**src/design/qse_pkg.sv**
```systemverilog
// qse_pkg: word and link types shared by the sorting chain and its cells
// no dependencies

package qse_pkg;

    localparam int unsigned VALUE_W = 32;

    typedef logic signed [VALUE_W-1:0] t_value;

    // input word: one element of the set
    typedef struct packed {
        t_value value;
        logic   is_last;
    } t_in_word;

    // output word: one element in ascending order
    typedef struct packed {
        t_value value_res;
        logic   is_last_res;
    } t_out_word;

    // broadcast control from the top level to every cell
    typedef struct packed {
        logic   insert;
        logic   shift;
        t_value value;
    } t_ctl;

    // what a cell shows its neighbors
    typedef struct packed {
        logic   full;
        logic   keep;
        t_value val;
    } t_link;

endpackage

```
**src/design/qse_cell.sv**
```systemverilog
// qse_cell: one slot of the sorted chain, holds a value and its full flag
// depends on qse_pkg for the control and link structs

module qse_cell (
    input  logic          i_clk,
    input  logic          i_rst_n,
    input  qse_pkg::t_ctl i_ctl,
    input  qse_pkg::t_link i_prev,
    input  qse_pkg::t_link i_next,
    output qse_pkg::t_link o_link
);

    logic            r_full;
    qse_pkg::t_value r_val;
    logic            n_full;
    qse_pkg::t_value n_val;
    logic            w_keep;

    // this slot stays put when it holds a value not above the new word
    assign w_keep = r_full && (r_val <= i_ctl.value);

    always_comb begin
        n_full = r_full;
        n_val  = r_val;
        if (i_ctl.shift) begin
            n_full = i_next.full;
            n_val  = i_next.val;
        end else if (i_ctl.insert && !w_keep) begin
            if (i_prev.keep) begin
                n_full = 1'b1;
                n_val  = i_ctl.value;
            end else begin
                // make room: take the left neighbor's value
                n_full = i_prev.full;
                n_val  = i_prev.val;
            end
        end
    end

    always_ff @(posedge i_clk) begin
        if (!i_rst_n) begin
            r_full <= 1'b0;
        end else begin
            r_full <= n_full;
        end
        r_val <= n_val;
    end

    assign o_link.full = r_full;
    assign o_link.keep = w_keep;
    assign o_link.val  = r_val;

endmodule

```
**config.mk**
```make
export PLATFORM = sky130hd
export DESIGN_NAME = qse_cell
export DESIGN_NICKNAME = d
export VERILOG_FILES = /design/src/design/qse_pkg.sv /design/src/design/qse_cell.sv
export SDC_FILE = /design/constraint.sdc
export NUM_CORES = 1
export LEC_CHECK = 0
export ABC_AREA = 0
export BUFFER_PORTS_ARGS = -buffer_cell sky130_fd_sc_hd__buf_2
export CAP_MARGIN = 20
export CORE_MARGIN = 5
export CORE_UTILIZATION = 49
export DETAILED_ROUTE_END_ITERATION = 10
export GPL_ROUTABILITY_DRIVEN = 1
export PLACE_DENSITY_LB_ADDON = 0.05
export SLEW_MARGIN = 10
export SYNTH_ARGS = -nofsm -noshare
export SYNTH_HDL_FRONTEND = slang
export SYNTH_SLANG_ARGS = --single-unit
```
**constraint.sdc**
```tcl
create_clock -name i_clk -period 5.3 [get_ports i_clk]
set_input_delay 1.06 -clock i_clk [delete_from_list [all_inputs] [get_ports i_clk]]
set_output_delay 1.06 -clock i_clk [all_outputs]
set_load 0.005 [all_outputs]
```
==> Yosys cells after proc, flatten, opt, wreduce, memory -nomap -nowiden <==
Cells that the tools add are included.
{ "word_totals": {"output_inout_bits": 34, "input_bits": 104, "elab_cells": 13, "reg_bits": 33} }
{ "op_classes": {"reduce_logical": 4, "n_mux": 6, "n_lt_le_gt_ge": 1} }
{ "ops": {"columns": ["cell", "n"], "rows": [
  ["32-bit two-way mux", 3],
  ["32-bit less-or-equal comparator", 1],
  ["1-bit two-way mux", 3],
  ["1-bit logical AND", 2],
  ["2-bit nonzero test", 1],
  ["1-bit logical NOT", 1]
]} }

==> Depth between registers and ports, before layout <==
Gate-level depths: netlist of the first run.
{ "logic_depth": {"ltp_word": 6, "depth_mapped": 9, "depth_no_buf": 8} }

==> Least setup slack after synthesis of the first run <==
OpenSTA, ideal clock, no wires.
{ "synth_path": {"path_kind": "input to output", "startpoint": "input port i_ctl[30] (netlist name)", "endpoint": "output port o_link[32] (netlist name)", "required_time_ns": 4.240, "arrival_ns": 2.777, "path_slack_ns": 1.463, "n_path_buf": 1, "cell_stages": 8, "path_cell_list": "inv_1 > ha_1 > nand4_2 > or4_4 > nor3_2 > a2111oi_0 > o31a_1 > buf_4"} }
{ "synth_via": {"elab_chain_cells": 2} }
{ "synth_lines": {"columns": ["element", "line", "rtl"], "rows": [
  ["from (decl)", "qse_cell.sv:7", "input qse_pkg::t_ctl i_ctl,"],
  ["32-bit less-or-equal comparator", "qse_cell.sv:20", "assign w_keep = r_full && (r_val <= i_ctl.value);"],
  ["1-bit logical AND", "qse_cell.sv:20", null],
  ["to (decl)", "qse_cell.sv:10", "output qse_pkg::t_link o_link"]
]} }
Every way passes these cells.

==> results of run 1 <==
[flip-flops by register name, summed over array words and instances (netlist names)]
register and flops:
r_val 32, r_full 1
[worst paths after layout]
| path | startpoint | endpoint | slack (ns) | depth (start not counted) |
|---|---|---|---|---|
| setup / recovery | i_ctl[31] | o_link[32] | 1.22 | 9 |
| hold / removal | r_full | r_full | 0.59 | 2 |
| setup reg to reg | r_val[27] | r_val[14] | 2.22 | 7 |
| hold reg to reg | r_full | r_full | 0.59 | 2 |
[critical path: cells and delay by family]
family | cells | cell delay, ns
AND/OR/NAND/NOR | 3 | 0.92
buffers and inverters | 3 | 0.28
AO/OA/AOI/OAI | 2 | 0.42
adder cells (fa/ha/maj) | 1 | 0.34
[synth_stat cells, types with 2 or more instances]
cell type | count | share of area
clkbuf_1 | 8 | 0.012
ha_1 | 32 | 0.16
nand4_1 | 6 | 0.015
a2111oi_0 | 2 | 0.0069
inv_1 | 36 | 0.053
nand2_1 | 40 | 0.059
nand3_1 | 4 | 0.0078
a21oi_1 | 14 | 0.027
nor2_1 | 3 | 0.0044
o21ai_0 | 38 | 0.074
edfxtp_1 | 32 | 0.38
buf_2 | 2 | 0.0039
buf_4 | 2 | 0.0059
mux2i_1 | 32 | 0.13
[logic make-up after synthesis]
group	Yosys count	synth area share
compound gates	63	0.137
simple gates	63	0.122
buf+inv	49	0.0758
flops	33	0.384
mux	32	0.125
fa+ha+maj	32	0.157
[area by class of cell]
| cell class | count | area [um2] |
|---|---|---|
| Fill cell | 464 | 1720 |
| Multi-Input combinational cell | 190 | 1380 |
| Sequential cell | 33 | 981 |
| Timing Repair Buffer | 137 | 688 |
| Inverter | 36 | 135 |
| Tap cell | 70 | 87.6 |
| Clock buffer | 8 | 80.1 |
[where the power goes]
group	switching [mW]	internal, mW
Clock	0.0896	0.0933
Combinational	0.113	0.104
Sequential	0.0146	0.323
Total	0.217	0.520
[metal layers]
| layer | vias up | wire (um) | global-route usage |
|---|---|---|---|
| met5 | - | 0 | 0 |
| met4 | 0 | 90 | 0.0631 |
| met3 | 8 | 584 | 0.0456 |
| met2 | 80 | 2880 | 0.311 |
| met1 | 1005 | 2700 | 0.236 |
| li1 | 1239 | - | - |
[placed cells by master, fill, tap and decap left out]
master and n:
a21boi_0 1, clkbuf_8 5, and3_1 1, o31a_1 1, a41o_1 1, nand4_1 6
a31oi_1 1, o21ai_0 38, or4_4 1, nand4_2 1, nor2b_1 1, buf_2 136
a21oi_1 14, ha_1 32, a211oi_1 1, a2111oi_0 2, nand3_1 4, clkbuf_1 3
inv_1 36, or4_1 1, o21ai_1 1, nor4_1 1, nand2_1 40, dfxtp_1 1
a2111o_1 1, buf_4 1, o211ai_1 1, edfxtp_1 32, or3_1 1, nor2_1 3
a221oi_1 1, mux2i_1 32, nand4_4 1, nor3_2 1, nor3_1 1
[per-stage QoR]
stage	util	worst slack, ns	hold WS, ns
5_1_grt	0.661	0.867	0.626
3_3_place_gp	0.645	1.24	0.563
4_1_cts	0.661	1.23	0.589
6_report	0.661	1.22	0.594
3_5_place_dp	0.645	1.24	0.580
2_1_floorplan	-	1.46	0.530
==> results.sh, run 1 <==
export IMPL_port_buffers=136
export IMPL_critical_path_max_stage_delay_ns=0.57
export IMPL_cts_root_buffer="clkbuf_8"
export IMPL_cts_sinks=33
export IMPL_post_dp_cell_area_um2=3270
export IMPL_synth_async_reset_ratio=0
export IMPL_area_growth_pct=31.2
export IMPL_grt_pass1_wl_um=9800
export IMPL_end_kind="output pin"
export IMPL_rsz0062_at_grt="no"
export IMPL_synth_seq_area_share=0.384
export IMPL_post_cts_resized=0
export IMPL_overflow=0
export IMPL_hp_class="reg -> reg"
export IMPL_ant_nets=0
export IMPL_maxCapViolations=0
export IMPL_clock_latency_ns=0.28
export IMPL_power_total_uw=737
export IMPL_critPathArrivalTime_ns=3.02
export IMPL_drive_above_1_share=0.361
export IMPL_slowest_stage="or4_4"
export IMPL_grt_max_degree=67
export IMPL_track_usage=0.187
export IMPL_cp_start_kind="primary input"
export IMPL_setup_viol_count_final=0
export IMPL_finalSetupTns_ns=0
export IMPL_die_w_um=82.2
export IMPL_synth_cell_area_um2=2560
export IMPL_synth_seq_cells=33
export IMPL_fin_crit_ns=4.08
export IMPL_cts_made_buffers=5
export IMPL_fin_area_um2=3350
export IMPL_num_vias=2332
export IMPL_antenna_found_initial=0
export IMPL_dr_first_iter_drc_count=62
export IMPL_diodes=0
export IMPL_fin_cells=474
export IMPL_rows=26
export IMPL_die_h_um=82.2
export IMPL_clock_skew_ns=0.00520
export IMPL_holdBufCountCts=0
export IMPL_drt_pass1_iterations=4
export IMPL_synth_cells=272
export IMPL_synthesis_nets=408
export IMPL_powerDensity_nw_per_um2=220
export IMPL_peakVddDrop_mv=0.151
export IMPL_drc=0
export IMPL_tritoncts="yes"
export IMPL_dp_cells=466
export IMPL_slew_viol_final=0
export IMPL_cp_common_cell="buf_2"
export IMPL_cts_setup_buffers=0
export IMPL_htree_levels=2
export IMPL_post_dp_hpwl_um=5020
export IMPL_yosysWarnings=0
export IMPL_status="finished clean"
export IMPL_synth_edf_count=32
export IMPL_clock_tree_buffer_depth=2
export IMPL_synth_flop_cell="edfxtp_1"
export IMPL_wl_per_cell_um=13.2
export IMPL_via_per_inst=4.92
export IMPL_fin_crit_sh=0.769
export IMPL_nets=539
export IMPL_worst_slew_pin_slew_ns=1.01
export IMPL_grt_pass1_vias=2277
export IMPL_crit_chain="buf_2, inv_1, ha_1, nand4_2, or4_4, nor3_2, a2111oi_0, o31a_1, buf_2"
export IMPL_dieArea_um2=6760
export IMPL_crit_path_max_fanout=4
export IMPL_design_portCount=138
export IMPL_coreArea_um2=5070
export IMPL_hold_viol_final=0
export IMPL_max_freq_mhz=245
export IMPL_ys_types=35
export IMPL_gp_congestion=0.723
export IMPL_cp_required_ns=4.24
export IMPL_clk_pin_slew_ns=0.07
export IMPL_p_leak_nw=1.77
export IMPL_crit_type="in -> out"
export IMPL_syn_avg_cell_area_um2=9.40
export IMPL_maxSlewHeadroom=0.328
export IMPL_routed_wl_um=6250
export IMPL_start_util=0.504
Power figures use the tool's default switching activity.
==> run 2, diff against run 1 <==
Settings changed: CORE_UTILIZATION 49 to 41.
Clock period 5.3 ns to 3.6 ns, I/O delays scaled along.
==> run 2 against run 1 <==
Effect of this change:
- design area grew 0.71%
- first-iteration DRC count grew 9.7%
- combinational power grew 49%
- via count grew 1.7%
- register-to-register slack lost 1.3 ns
- clock skew grew 0.0023 ns
- critical endpoint unchanged
- highest routed layer unchanged
==> results.sh, run 2 (same netlist as run 1, synthesis figures left out) <==
export IMPL_dp_cells=473
export IMPL_post_cts_resized=0
export IMPL_worst_slew_pin_slew_ns=0.997
export IMPL_track_usage=0.166
export IMPL_start_util=0.427
export IMPL_dr_first_iter_drc_count=68
export IMPL_clock_skew_ns=0.00746
export IMPL_finalSetupTns_ns=0
export IMPL_design_portCount=138
export IMPL_p_leak_nw=1.79
export IMPL_num_vias=2371
export IMPL_drt_pass1_iterations=4
export IMPL_hp_class="reg -> reg"
export IMPL_setup_viol_count_final=0
export IMPL_hold_path_endpoint="r_full"
export IMPL_antenna_found_initial=0
export IMPL_final_fill_count=570
export IMPL_final_cell_mix="buf_2, nand2_1, o21ai_0"
export IMPL_gp_congestion=0.726
export IMPL_clock_latency_ns=0.28
export IMPL_diodes=0
export IMPL_critical_path_max_stage_delay_ns=0.57
export IMPL_place_ws_ns=0.195
export IMPL_fin_crit_sh=0.946
export IMPL_overflow=0
export IMPL_area_growth_pct=32.1
export IMPL_r2r_slack_ns=0.90
export IMPL_post_dp_hpwl_um=5310
export IMPL_grt_pass1_vias=2354
export IMPL_max_freq_mhz=294
export IMPL_dieArea_um2=7920
export IMPL_routed_wl_um=6540
export IMPL_reg2reg_from="r_val[31]"
export IMPL_crit_path_max_fanout=4
export IMPL_largest_reg_flops=32
export IMPL_min_path_cells=2
export IMPL_fin_crit_ns=3.41
export IMPL_wl_met3_um=647
export IMPL_htree_levels=2
export IMPL_rsz0062_at_grt="no"
export IMPL_maxSlewHeadroom=0.335
export IMPL_regMostFlops="r_val"
export IMPL_crit_chain="buf_2, inv_1, ha_1, nand4_2, or4_4, nor3_2, a2111oi_0, o31a_1, buf_2"
export IMPL_critPathArrivalTime_ns=2.69
export IMPL_wl_met2_um=2960
export IMPL_holdBufCountCts=0
export IMPL_slew_viol_final=0
export IMPL_coreArea_um2=5990
export IMPL_ant_nets=0
export IMPL_drc=0
export IMPL_cts_made_buffers=5
export IMPL_cp_common_cell="buf_2"
export IMPL_clock_tree_buffer_depth=2
export IMPL_rows=28
export IMPL_r2r_end="r_val[13]"
export IMPL_dr_max_layer_used="met4"
export IMPL_cp_required_ns=2.88
export IMPL_wl_per_cell_um=13.6
export IMPL_hold_viol_final=0
export IMPL_status="finished clean"
export IMPL_via_per_inst=4.93
export IMPL_tritoncts="yes"
export IMPL_cts_sinks=33
export IMPL_min_delay_start="r_full"
export IMPL_power_total_mw=1.09
export IMPL_peakVddDrop_mv=0.181
export IMPL_cts_setup_buffers=0
export IMPL_slowest_stage="or4_4"
export IMPL_drive_above_1_share=0.369
export IMPL_die_w_um=89.0
export IMPL_nets=541
export IMPL_grt_max_degree=36
export IMPL_ff2ff_path_depth=7
export IMPL_cp_start_kind="primary input"
export IMPL_fin_cells=481
export IMPL_reg_top3="r_val: 32 flops, r_full: 1 flops"
export IMPL_maxCapViolations=0
export IMPL_clk_pin_slew_ns=0.06
export IMPL_met1_length_um=2880
export IMPL_setup_slack_ns=0.193
export IMPL_grt_pass1_wl_um=10300
export IMPL_end_kind="output pin"
export IMPL_cts_root_buffer="clkbuf_8"
export IMPL_port_buffers=136
export IMPL_powerDensity_nw_per_um2=322
export IMPL_die_h_um=89.0
export IMPL_layout_commonest_cell="buf_2"
export IMPL_crit_type="in -> out"
## run 2: changes by cell type in the layout (fill, tap and decap cells not counted), sizes merged
cell    before  now
clkinv       0    2
clkbuf       8    6
buf        137  139
## run 2: how the worst max path moves through the flow
stage,start,to,cells after the start
after floorplan,i_ctl[30],r_val[0],7
after global placement,i_ctl[31],o_link[32],9
after detailed placement,i_ctl[31],o_link[32],9
after CTS,i_ctl[31],o_link[32],9
after global routing,i_ctl[31],o_link[32],9
final,i_ctl[31],o_link[32],9
## run 2: report_power, final
part           internal, mW  switching, mW  total (mW)
logic                 0.155          0.168       0.323
registers             0.475         0.0218       0.497
clock network         0.134          0.134       0.268
total                 0.764          0.324        1.09
## run 2: area by class of cell
type                       instances  area [um2]  share of cell area
inverter                          36         135              0.0400
clock buffer                       6        72.6              0.0215
multi-input combinational        190        1380               0.409
sequential                        33         981               0.290
tap                               75        93.8              0.0278
clock inverter                     2        10.0             0.00296
timing repair buffer             139         703               0.208
## run 2: through the flow
stage	hold WS [ns]	utilization	instance area [um2]
after floorplan	0.530	-	2560
after global placement	0.574	0.550	3300
after detailed placement	0.577	0.550	3300
after CTS	0.587	0.564	3380
after global routing	0.649	0.564	3380
final	0.583	0.564	3380
## run 2: per-layer routing
layer / vias to the layer above / GRT usage
li1: 1244 / -
met1: 1039 / 0.216
met2: 83 / 0.269
met3: 5 / 0.0479
met4: 0 / 0.0487
met5: - / 0
## run 2: worst max-delay path: cells and delay by family
family          cells  cell delay, ns
simple gates        3            0.91
compound gates      2            0.41
fa+ha+maj           1            0.35
buf+inv             3            0.29
